**config.mk**
```make
export PLATFORM = sky130hd
export DESIGN_NAME = auto_reload_timer_bank_unit
export DESIGN_NICKNAME = d
export VERILOG_FILES = /design/src/artb_pkg.sv /design/src/artb_ram.sv /design/src/artb_seq.sv /design/src/auto_reload_timer_bank_unit.sv
export VERILOG_INCLUDE_DIRS = /design/src /design/src/src
export SDC_FILE = /design/constraint.sdc
export NUM_CORES = 2
export LEC_CHECK = 0
export ABC_AREA = 1
export BUFFER_PORTS_ARGS = -buffer_cell sky130_fd_sc_hd__buf_2
export CAP_MARGIN = 5
export CORE_UTILIZATION = 56
export CTS_CLUSTER_SIZE = 12
export DETAILED_ROUTE_END_ITERATION = 12
export HOLD_SLACK_MARGIN = 0.12
export PLACE_DENSITY = 0.77
export SYNTH_ARGS = -nofsm -noshare
export SYNTH_HDL_FRONTEND = slang
export SYNTH_HIERARCHICAL = 1
export SYNTH_SLANG_ARGS = --single-unit
```
**constraint.sdc**
```tcl
create_clock -name clk -period 17.65 [get_ports clk]
set_input_delay 3.53 -clock clk [delete_from_list [all_inputs] [get_ports clk]]
set_output_delay 3.53 -clock clk [all_outputs]
set_load 0.005 [all_outputs]
```
**src/assert_macros.svh**
```systemverilog
`ifndef ASSERT_MACROS_SVH
`define ASSERT_MACROS_SVH

// Checks that a condition holds at every clock edge outside reset.
`define ARTB_ASSERT(name, clk, rst_n, cond) \
	name: assert property (@(posedge clk) disable iff (!rst_n) (cond)) \
		else $error("assertion failed");

// Checks that a trigger is followed by the condition holding in the next cycle.
`define ARTB_ASSERT_NEXT(name, clk, rst_n, trig, cond) \
	name: assert property (@(posedge clk) disable iff (!rst_n) (trig) |=> (cond)) \
		else $error("assertion failed");

`endif

```
**src/artb_pkg.sv**
```systemverilog
package artb_pkg;

	// Operation codes carried in the func field.
	localparam logic [3:0] FUNC_TICK   = 4'd0;
	localparam logic [3:0] FUNC_CHECK  = 4'd1;
	localparam logic [3:0] FUNC_CREATE = 4'd2;
	localparam logic [3:0] FUNC_REMOVE = 4'd3;
	localparam logic [3:0] FUNC_READY  = 4'd4;
	localparam logic [3:0] FUNC_RESET  = 4'd5;
	localparam logic [3:0] FUNC_PAUSE  = 4'd6;
	localparam logic [3:0] FUNC_RESUME = 4'd7;
	localparam logic [3:0] FUNC_QUERY  = 4'd8;

	// Status codes.
	localparam logic STATUS_OK        = 1'b0;
	localparam logic STATUS_BAD_INDEX = 1'b1;

	// A check reports at most this many expired timers.
	localparam int MAX_FIRES = 16;
	localparam int FIRE_W    = $clog2(MAX_FIRES + 1);

	// Request word.
	typedef struct packed {
		logic [3:0]  func;
		logic [7:0]  timer_index;
		logic [31:0] reload_value;
		logic        reload_enable;
		logic        run_enable;
	} req_t;

	// Response word.
	typedef struct packed {
		logic        status;
		logic        fired;
		logic [3:0]  fired_index;
		logic        running;
		logic [31:0] tick_total;
		logic        last;
	} rsp_t;

	// One timer as held in the timer memory.
	typedef struct packed {
		logic [31:0] count;
		logic [31:0] reload;
		logic        run;
		logic        auto_reload;
	} entry_t;

	// A response word handed from the sequencer to the output register.
	typedef struct packed {
		logic vld;
		rsp_t word;
	} push_t;

	// Sequencer states.
	typedef enum logic [1:0] {
		ST_IDLE,
		ST_SWEEP,
		ST_FINISH
	} seq_state_t;

endpackage

```
**src/artb_ram.sv**
```systemverilog
module artb_ram #(
	parameter int WIDTH = 66,
	parameter int DEPTH = 16,
	localparam int AW = (DEPTH > 1) ? $clog2(DEPTH) : 1
) (
	input  logic             clk,
	input  logic             wr_en,
	input  logic [AW-1:0]    wr_addr,
	input  logic [WIDTH-1:0] wr_data,
	input  logic             rd_en,
	input  logic [AW-1:0]    rd_addr,
	output logic [WIDTH-1:0] rd_data
);

	logic [WIDTH-1:0] mem_q [DEPTH];
	logic [WIDTH-1:0] rd_data_q;

	// Single write port.
	always_ff @(posedge clk) begin
		if (wr_en) begin
			mem_q[wr_addr] <= wr_data;
		end
	end

	// Registered read port; the data holds while no read is issued.
	always_ff @(posedge clk) begin
		if (rd_en) begin
			rd_data_q <= mem_q[rd_addr];
		end
	end

	assign rd_data = rd_data_q;

endmodule

```
**src/artb_seq.sv**
```systemverilog
module artb_seq import artb_pkg::*; #(
	parameter int TIMER_COUNT = 16,
	parameter int IDX_W = 4
) (
	input  logic             clk,
	input  logic             arst_n,
	input  logic             req_valid,
	output logic             req_stall,
	input  req_t             req,
	output logic             rd_en,
	output logic [IDX_W-1:0] rd_addr,
	input  entry_t           rd_data,
	output logic             wr_en,
	output logic [IDX_W-1:0] wr_addr,
	output entry_t           wr_data,
	output push_t            push,
	input  logic             out_free
);

	seq_state_t             state_q, state_d;
	logic [3:0]             func_q;
	logic [IDX_W-1:0]       cur_q;
	logic [31:0]            rv_q;
	logic                   ren_q;
	logic                   run_q;
	logic [31:0]            tick_q;
	logic [TIMER_COUNT-1:0] valid_q;
	logic                   pend_vld_q;
	logic [3:0]             pend_idx_q;
	logic [FIRE_W-1:0]      nfire_q;
	logic                   fin_status_q;
	logic                   fin_running_q;

	logic   acc;
	logic   in_range;
	logic   req_sweep;
	logic   req_single;
	logic   op_sweep;
	entry_t ent;
	logic   last_ent;
	logic   hit;
	logic   blocked;
	logic   sweep_end;

	// Decode of the incoming word.
	assign acc        = req_valid && (state_q == ST_IDLE);
	assign req_stall  = (state_q != ST_IDLE);
	assign in_range   = req.timer_index < 8'(TIMER_COUNT);
	assign req_sweep  = (req.func == FUNC_TICK) || (req.func == FUNC_CHECK);
	assign req_single = (req.func >= FUNC_CREATE) && (req.func <= FUNC_QUERY) && in_range;

	// Evaluation of the entry last read from the timer memory. An entry never
	// written reads as zero through its valid bit.
	assign op_sweep  = (func_q == FUNC_TICK) || (func_q == FUNC_CHECK);
	assign ent       = valid_q[cur_q] ? rd_data : '0;
	assign last_ent  = (cur_q == IDX_W'(TIMER_COUNT - 1));
	assign hit       = (func_q == FUNC_CHECK) && ent.run && (ent.count == 32'd0);
	assign blocked   = hit && pend_vld_q && !out_free;
	assign sweep_end = last_ent || (hit && (nfire_q == FIRE_W'(MAX_FIRES - 1)));

	// Next state.
	always_comb begin
		state_d = state_q;
		unique case (state_q)
			ST_IDLE: begin
				if (acc) begin
					state_d = (req_sweep || req_single) ? ST_SWEEP : ST_FINISH;
				end
			end
			ST_SWEEP: begin
				if (!op_sweep) begin
					state_d = ST_FINISH;
				end else if (!blocked && sweep_end) begin
					state_d = ST_FINISH;
				end
			end
			ST_FINISH: begin
				if (out_free) begin
					state_d = ST_IDLE;
				end
			end
			default: state_d = ST_IDLE;
		endcase
	end

	// Memory accesses and response words.
	always_comb begin
		rd_en   = 1'b0;
		rd_addr = cur_q + IDX_W'(1);
		wr_en   = 1'b0;
		wr_addr = cur_q;
		wr_data = ent;
		push    = '0;
		unique case (state_q)
			ST_IDLE: begin
				if (acc && (req_sweep || req_single)) begin
					rd_en   = 1'b1;
					rd_addr = req_sweep ? '0 : req.timer_index[IDX_W-1:0];
				end
			end
			ST_SWEEP: begin
				if (op_sweep && !blocked && !sweep_end) begin
					rd_en = 1'b1;
				end
				case (func_q)
					FUNC_TICK: begin
						wr_en = 1'b1;
						if (ent.run && (ent.count != 32'd0)) begin
							wr_data.count = ent.count - 32'd1;
						end
					end
					FUNC_CHECK: begin
						wr_en = hit && !blocked;
						if (ent.auto_reload) begin
							wr_data.count = ent.reload;
						end else begin
							wr_data = '0;
						end
					end
					FUNC_CREATE: begin
						wr_en   = 1'b1;
						wr_data = '{count: rv_q, reload: rv_q, run: run_q, auto_reload: ren_q};
					end
					FUNC_REMOVE: begin
						wr_en   = 1'b1;
						wr_data = '0;
					end
					FUNC_READY: begin
						wr_en         = 1'b1;
						wr_data.count = 32'd0;
					end
					FUNC_RESET: begin
						wr_en         = 1'b1;
						wr_data.count = ent.reload;
					end
					FUNC_PAUSE: begin
						wr_en       = 1'b1;
						wr_data.run = 1'b0;
					end
					FUNC_RESUME: begin
						wr_en       = 1'b1;
						wr_data.run = 1'b1;
					end
					default: wr_en = 1'b0;
				endcase
				// A new expiry pushes out the one held back before it.
				if (hit && !blocked && pend_vld_q) begin
					push.vld              = 1'b1;
					push.word.status      = STATUS_OK;
					push.word.fired       = 1'b1;
					push.word.fired_index = pend_idx_q;
					push.word.tick_total  = tick_q;
					push.word.last        = 1'b0;
				end
			end
			ST_FINISH: begin
				push.vld             = out_free;
				push.word.tick_total = tick_q;
				push.word.last       = 1'b1;
				if (pend_vld_q) begin
					push.word.fired       = 1'b1;
					push.word.fired_index = pend_idx_q;
				end else begin
					push.word.status  = fin_status_q;
					push.word.running = fin_running_q;
				end
			end
			default: begin
				rd_en = 1'b0;
			end
		endcase
	end

	// Control state and operation registers.
	always_ff @(posedge clk or negedge arst_n) begin
		if (!arst_n) begin
			state_q       <= ST_IDLE;
			tick_q        <= '0;
			valid_q       <= '0;
			pend_vld_q    <= 1'b0;
			nfire_q       <= '0;
			func_q        <= FUNC_TICK;
			cur_q         <= '0;
			fin_status_q  <= STATUS_OK;
			fin_running_q <= 1'b0;
		end else begin
			state_q <= state_d;
			if (acc) begin
				func_q        <= req.func;
				cur_q         <= req_sweep ? '0 : req.timer_index[IDX_W-1:0];
				pend_vld_q    <= 1'b0;
				nfire_q       <= '0;
				fin_running_q <= 1'b0;
				fin_status_q  <= (req.func >= FUNC_CREATE && req.func <= FUNC_QUERY && !in_range)
					? STATUS_BAD_INDEX : STATUS_OK;
				if (req.func == FUNC_TICK) begin
					tick_q <= tick_q + 32'd1;
				end
			end
			if (wr_en) begin
				valid_q[cur_q] <= 1'b1;
			end
			if (state_q == ST_SWEEP && rd_en) begin
				cur_q <= cur_q + IDX_W'(1);
			end
			if (state_q == ST_SWEEP && hit && !blocked) begin
				pend_vld_q <= 1'b1;
				nfire_q    <= nfire_q + FIRE_W'(1);
			end
			if (state_q == ST_SWEEP && func_q == FUNC_QUERY) begin
				fin_running_q <= ent.run;
			end
		end
	end

	// Operand and report registers.
	always_ff @(posedge clk) begin
		if (acc) begin
			rv_q  <= req.reload_value;
			ren_q <= req.reload_enable;
			run_q <= req.run_enable;
		end
		if (state_q == ST_SWEEP && hit && !blocked) begin
			pend_idx_q <= 4'(cur_q);
		end
	end

endmodule

```
**src/auto_reload_timer_bank_unit.sv**
```systemverilog
// Channel  Direction  Word    Accepted when
// req      in         req_t   req_valid && !req_stall
// rsp      out        rsp_t   rsp_valid && !rsp_stall
//
// Tick and check sweep the bank after accept with one timer memory read and
// write-back per cycle, unless a check pauses or ends at MAX_FIRES expiries,
// then report; a valid single-timer op handles one entry, others only report.
// No clearing pass follows reset: per-timer valid bits make unwritten entries
// read as zero. A stalled response holds every final word, and pauses a check
// sweep when a second expired timer is found while the first still waits.
`include "assert_macros.svh"

module auto_reload_timer_bank_unit import artb_pkg::*; #(
	parameter int TIMER_COUNT = 16
) (
	input  logic clk,
	input  logic arst_n,
	input  logic req_valid,
	output logic req_stall,
	input  req_t req,
	output logic rsp_valid,
	input  logic rsp_stall,
	output rsp_t rsp
);

	localparam int IDX_W = (TIMER_COUNT > 1) ? $clog2(TIMER_COUNT) : 1;

	logic             rd_en;
	logic [IDX_W-1:0] rd_addr;
	entry_t           rd_data;
	logic             wr_en;
	logic [IDX_W-1:0] wr_addr;
	entry_t           wr_data;
	push_t            push;
	logic             out_free;
	logic             out_vld_q;
	rsp_t             out_q;

	// Timer memory, one entry per timer.
	artb_ram #(
		.WIDTH($bits(entry_t)),
		.DEPTH(TIMER_COUNT)
	) u_ram (
		.clk    (clk),
		.wr_en  (wr_en),
		.wr_addr(wr_addr),
		.wr_data(wr_data),
		.rd_en  (rd_en),
		.rd_addr(rd_addr),
		.rd_data(rd_data)
	);

	// Operation sequencer.
	artb_seq #(
		.TIMER_COUNT(TIMER_COUNT),
		.IDX_W      (IDX_W)
	) u_seq (
		.clk      (clk),
		.arst_n   (arst_n),
		.req_valid(req_valid),
		.req_stall(req_stall),
		.req      (req),
		.rd_en    (rd_en),
		.rd_addr  (rd_addr),
		.rd_data  (rd_data),
		.wr_en    (wr_en),
		.wr_addr  (wr_addr),
		.wr_data  (wr_data),
		.push     (push),
		.out_free (out_free)
	);

	// Output register; it can take a new word in the cycle the old one leaves.
	assign out_free = !out_vld_q || !rsp_stall;

	always_ff @(posedge clk or negedge arst_n) begin
		if (!arst_n) begin
			out_vld_q <= 1'b0;
		end else if (push.vld) begin
			out_vld_q <= 1'b1;
		end else if (!rsp_stall) begin
			out_vld_q <= 1'b0;
		end
	end

	always_ff @(posedge clk) begin
		if (push.vld) begin
			out_q <= push.word;
		end
	end

	assign rsp_valid = out_vld_q;
	assign rsp       = out_q;

	// A word is only handed over when the output register has room.
	`ARTB_ASSERT(a_push_room, clk, arst_n, !push.vld || out_free)
	// No response is produced while the sequencer is waiting for a request.
	`ARTB_ASSERT(a_idle_quiet, clk, arst_n, req_stall || !push.vld)
	// The final word of an operation frees the request side next cycle.
	`ARTB_ASSERT_NEXT(a_last_frees, clk, arst_n, push.vld && push.word.last, !req_stall)

endmodule
```
==> impl.org <==
** Placement
- Weighted congestion reported at the end of routability-driven placement :: 0.928
- Placed wire-length estimate :: 75100 um
- Timing analysis after detailed placement gives a worst setup slack of 9.07 ns.
- Buffers placed on the I/O ports in this run total 91.

** Timing
- Setup repair after global routing missed its margin :: false
- For the pin with the worst max-slew slack, the measured transition is 1.33 ns.
- Total negative slack for setup checks :: 0 ns
- Hold Violations, Final :: 0
- The final-report max-slew violation count is 0.
- Final worst slack :: 9.64 ns
- Setup violations remaining at the end of the flow were counted as 0.
- The worst pin sits at a relative slew slack of 0.105.
- Of the available clock period, the critical path in the final layout requires 0.454.
- The worst path needs 8.01 ns of the cycle, external delays included.
- For this run, the top clock speed supported by timing is 125 MHz.
- The clock arrives with 0.0375 ns of skew.

** CTS
- CTS hold repair buffers :: 0
- Post-cts sizing count :: 0
- TritonCTS Buffers :: 130
- Clock-pin slew was measured on the worst setup and hold paths at 0.06 ns.
- The clock drives 1267 sinks.
- Clock buffer depth :: 3
- Root buffer selected by CTS :: sky130_fd_sc_hd__clkbuf_16
- Clock latency reported for the late side of the worst-skew pair :: 0.74 ns
- TritonCTS built the clock tree.
- # Post-CTS Setup Buffers :: 0
- Number of H-tree levels :: 4

** Setup path
- Critical Path Sink Type :: register
- In this design, the stage delay of the slowest critical-path cell is 0.90 ns.
- The worst setup path is launched from a primary input.
- On the critical path the largest part of the delay comes from buffers and inverters.
- Type of the setup path with the least slack :: in2reg
- R2r startpoint :: u_seq/wr_addr[0]
- Worst setup path endpoint :: u_ram/rd_data[8]
- Destination of the worst register-to-register timing path :: u_ram/mem_q[6][48]
- WP data arrival :: 8.59 ns
- Critical path peak fanout :: 113
- Most frequent cell on the critical path :: sky130_fd_sc_hd__nand2_1
- Measured in cells, the most critical reg-to-reg path has a length of 18.
- On the critical path, the stage with the largest delay is an instance of sky130_fd_sc_hd__buf_4.
- Critical path depth in cells :: 16
- CP Cell Sequence :: buf_2 -> or4_1 -> nand2_1 -> nand2_1 -> inv_1 -> nand2_1 -> nand2_1 -> o21ai_4 -> buf_4 -> inv_8 -> buf_4 -> buf_4 -> nand3_1 -> nand3_1 -> nand3_1 -> nand2_1
- Critical path startpoint :: req[41]
- CP Data Required Time :: 18.23 ns
- R2R Setup Slk :: 10.79 ns
- The critical path contains buffers and inverters numbering 6 combined.

** Logic synthesis
- Most common library cells after synthesis :: sky130_fd_sc_hd__nand2_1 (1680), sky130_fd_sc_hd__edfxtp_1 (1200), sky130_fd_sc_hd__inv_1 (941), sky130_fd_sc_hd__nand3_1 (860), sky130_fd_sc_hd__nor2_1 (142)
- Largest area contributor in the synthesized netlist :: sky130_fd_sc_hd__edfxtp_1
- After synthesis the cells add up to 0.0574 mm2.
- Dividing the synthesized area by the synthesized cell count gives 10.3 um2.
- Measured against the total synthesized area, the mux share comes to 0.
- Main synth FF type :: sky130_fd_sc_hd__edfxtp_1
- By area the synthesized netlist is led by sky130_fd_sc_hd__edfxtp_1 (63%), sky130_fd_sc_hd__nand2_1 (11%), sky130_fd_sc_hd__nand3_1 (7.5%), sky130_fd_sc_hd__inv_1 (6.2%), sky130_fd_sc_hd__dfrtp_1 (2.9%).
- The share of synthesized area in the top cell type comes to 0.628.
- Of the total synthesized cell area, the portion taken by AND, OR, NAND and NOR gates is 0.215.
- Post-synthesis async set-or-reset flop share :: 0.0529
- Number of synthesized flops with an enable pin :: 1200
- For this run, the register share of the synthesized area comes to 0.657.
- Arithmetic-cell share of the synthesized area counting full adders, half adders and majority gates :: 0.00262
- Number of instances in the synthesized netlist :: 5577
- In the post-synthesis netlist, the cell with the most instances is sky130_fd_sc_hd__nand2_1.
- Counting flops and latches in the post-synthesis netlist gives 1267.
- Compound-cell area share of the yosys netlist :: 0.0246
- The Yosys step of the flow raised 6 warnings.
- Combinational family with the most area after synthesis :: simple AND/OR/NAND/NOR gates
- Post-synth cell types :: 51
- The number of nets handed over by synthesis was 5639.
- Of the total synthesized cell area, the portion taken by XOR and XNOR cells is 0.00641.

** Finish
- Final design utilization :: 0.615
- Antenna Diode Count :: 0
- Compared with the post-synthesis result, the final layout area differs by 8.87%.
- NumNets Final :: 5686
- Fraction of layout instances using a drive strength above 1 :: 0.0842

** Route
- Post-DR wirelength/cell :: 20.5 um
- For this run, design rule violations remaining after detail routing come to 0.
- After detailed routing, the total wire length is 145000 um.
- In this run the remaining antenna-violating nets after routing total 0.
- The detailed router finished its first iteration with 5281 violations.
- The first detailed-routing pass took 6 iterations.
- Per-cell via count in the routed design :: 5.66
- Total number of vias :: 40.0k

** Power and ir drop
- Clock network fraction of total power :: 0.236
- Peak supply drop :: 0.203 mV
- The analysis attributes to net switching a power of 4.19 mW.
- Of the total power, the share spent switching nets is 0.395.
- Dividing total power by cell area gives a power density of 170 mW/mm2.
- The internal portion of the total power is 6.42 mW.
- Comb pwr share :: 0.387
- In this run the static leakage power is 26.5 nW.
- Portion of total power attributed to sequential cells :: 0.377

** Die
- In this run the standard cell core region covers 0.102 mm2.
- During I/O placement, the number of pins put on the boundary was 92.
- The die is 322 um wide.
- The initial utilization of the core area, before any placement, comes to 0.565.
- Row generation in the floorplan step produced 117 rows.
- The die covers 0.104 mm2.
- Floorplan die height :: 322 um

** GRT
- GR Util All Layers :: 0.280
- The number of antenna violations at the first check in global routing was 1.
- Global-route wire length before repair :: 219000 um
- Sum of overflow across all layers after global routing :: 0
- Number of global-route vias before repair :: 38.2k
- Maximum number of pins on one net before global-route repair :: 228

** Flow run
- Across the run, the number of max-cap violations was 0.

** Min path
- Min-delay worst type :: reg2reg
- In this run the most critical hold path is launched from u_seq/valid_q[7].

** Status
- Outcome :: completed
==> power groups by stage <==
stage               clock (mW)  sequential, mW  combinational (mW)
floorplan                    0            4.04                3.00
global placement             0            4.06                3.88
detailed placement           0            4.06                3.98
CTS                       2.53            4.00                4.00
global route              2.64            4.01                4.44
finish                    2.51            4.00                4.10
==> metal layers <==
metal  vias to the layer above  wire length (um)  global-route usage
met5                         -                13                   0
met4                         2              5720               0.125
met3                       419             17900              0.0539
met2                      2506             67600               0.451
met1                     18800             53600               0.371
li1                      18200                 -                   -
==> worst min-delay path, stage by stage (launching register included) <==
cell and delay, ns:
sky130_fd_sc_hd__dfrtp_1 0.32, sky130_fd_sc_hd__inv_1 0.04, sky130_fd_sc_hd__o21ai_1 0.06
==> how the worst min path moves through the flow <==
stage / end / slack (ns) / cells after the start
final: u_seq/valid_q[7] / 0.46 / 2
after floorplan: u_seq/valid_q[0] / 0.43 / 2
after global placement: u_seq/valid_q[3] / 0.44 / 2
after global routing: u_seq/valid_q[5] / 0.48 / 2
after detailed placement: u_seq/valid_q[8] / 0.45 / 2
after CTS: u_seq/valid_q[8] / 0.46 / 2
==> cell usage in the layout (no fill, tap or decap), types with 15 or more instances in the layout <==
| cell | instances |
|---|---|
| sky130_fd_sc_hd__nand3_1 | 860 |
| sky130_fd_sc_hd__nand2_1 | 1679 |
| sky130_fd_sc_hd__xor2_1 | 41 |
| sky130_fd_sc_hd__o21ai_0 | 90 |
| sky130_fd_sc_hd__a32o_1 | 30 |
| sky130_fd_sc_hd__clkbuf_16 | 134 |
| sky130_fd_sc_hd__dfrtp_1 | 67 |
| sky130_fd_sc_hd__nor2_4 | 57 |
| sky130_fd_sc_hd__clkbuf_1 | 38 |
| sky130_fd_sc_hd__o21ai_1 | 21 |
| sky130_fd_sc_hd__buf_2 | 91 |
| sky130_fd_sc_hd__edfxtp_1 | 1200 |
| sky130_fd_sc_hd__nor2_1 | 123 |
| sky130_fd_sc_hd__inv_1 | 937 |
| sky130_fd_sc_hd__a21oi_1 | 26 |
| sky130_fd_sc_hd__nand2_2 | 26 |
| sky130_fd_sc_hd__nand4_1 | 15 |
| sky130_fd_sc_hd__buf_4 | 92 |
==> state kept, by name (all words and copies together) (netlist names), 4 cells and up <==
signal            cells
rsp                  40
u_seq/wr_addr         4
u_seq/func_q          4
u_seq/valid_q        16
u_seq/nfire_q         5
u_seq/tick_q         32
u_seq/pend_idx_q      4
u_ram/rd_data        66
u_seq/rv_q           32
u_ram/mem_q        1056
==> cell type report <==
class,count,area [um2]
multi-input combinational,3091,14500
inverter,948,3590
clock inverter,24,248
fill,7743,39100
clock buffer,175,3540
sequential,1267,37700
tap,1368,1710
timing repair buffer,186,1210
==> stage by stage <==
step                cells  power, mW  area (um2)  hold slack, ns
floorplan            5577       7.04       57400           0.427
global placement     6858       7.94       58600           0.442
detailed placement   6858       8.04       58600           0.449
CTS                  7057       10.5       62400           0.461
global route         7059       11.1       62500           0.480
finish               7059       10.6       62500           0.460
==> cell families after synthesis <==
kind of cell             after synthesis
flip-flops                          1267
adder cells (fa/ha/maj)               12
XOR/XNOR                              42
AND/OR/NAND/NOR                     2822
buffers and inverters               1219
AO/OA/AOI/OAI                        215
Power figures use the tool's default switching activity.
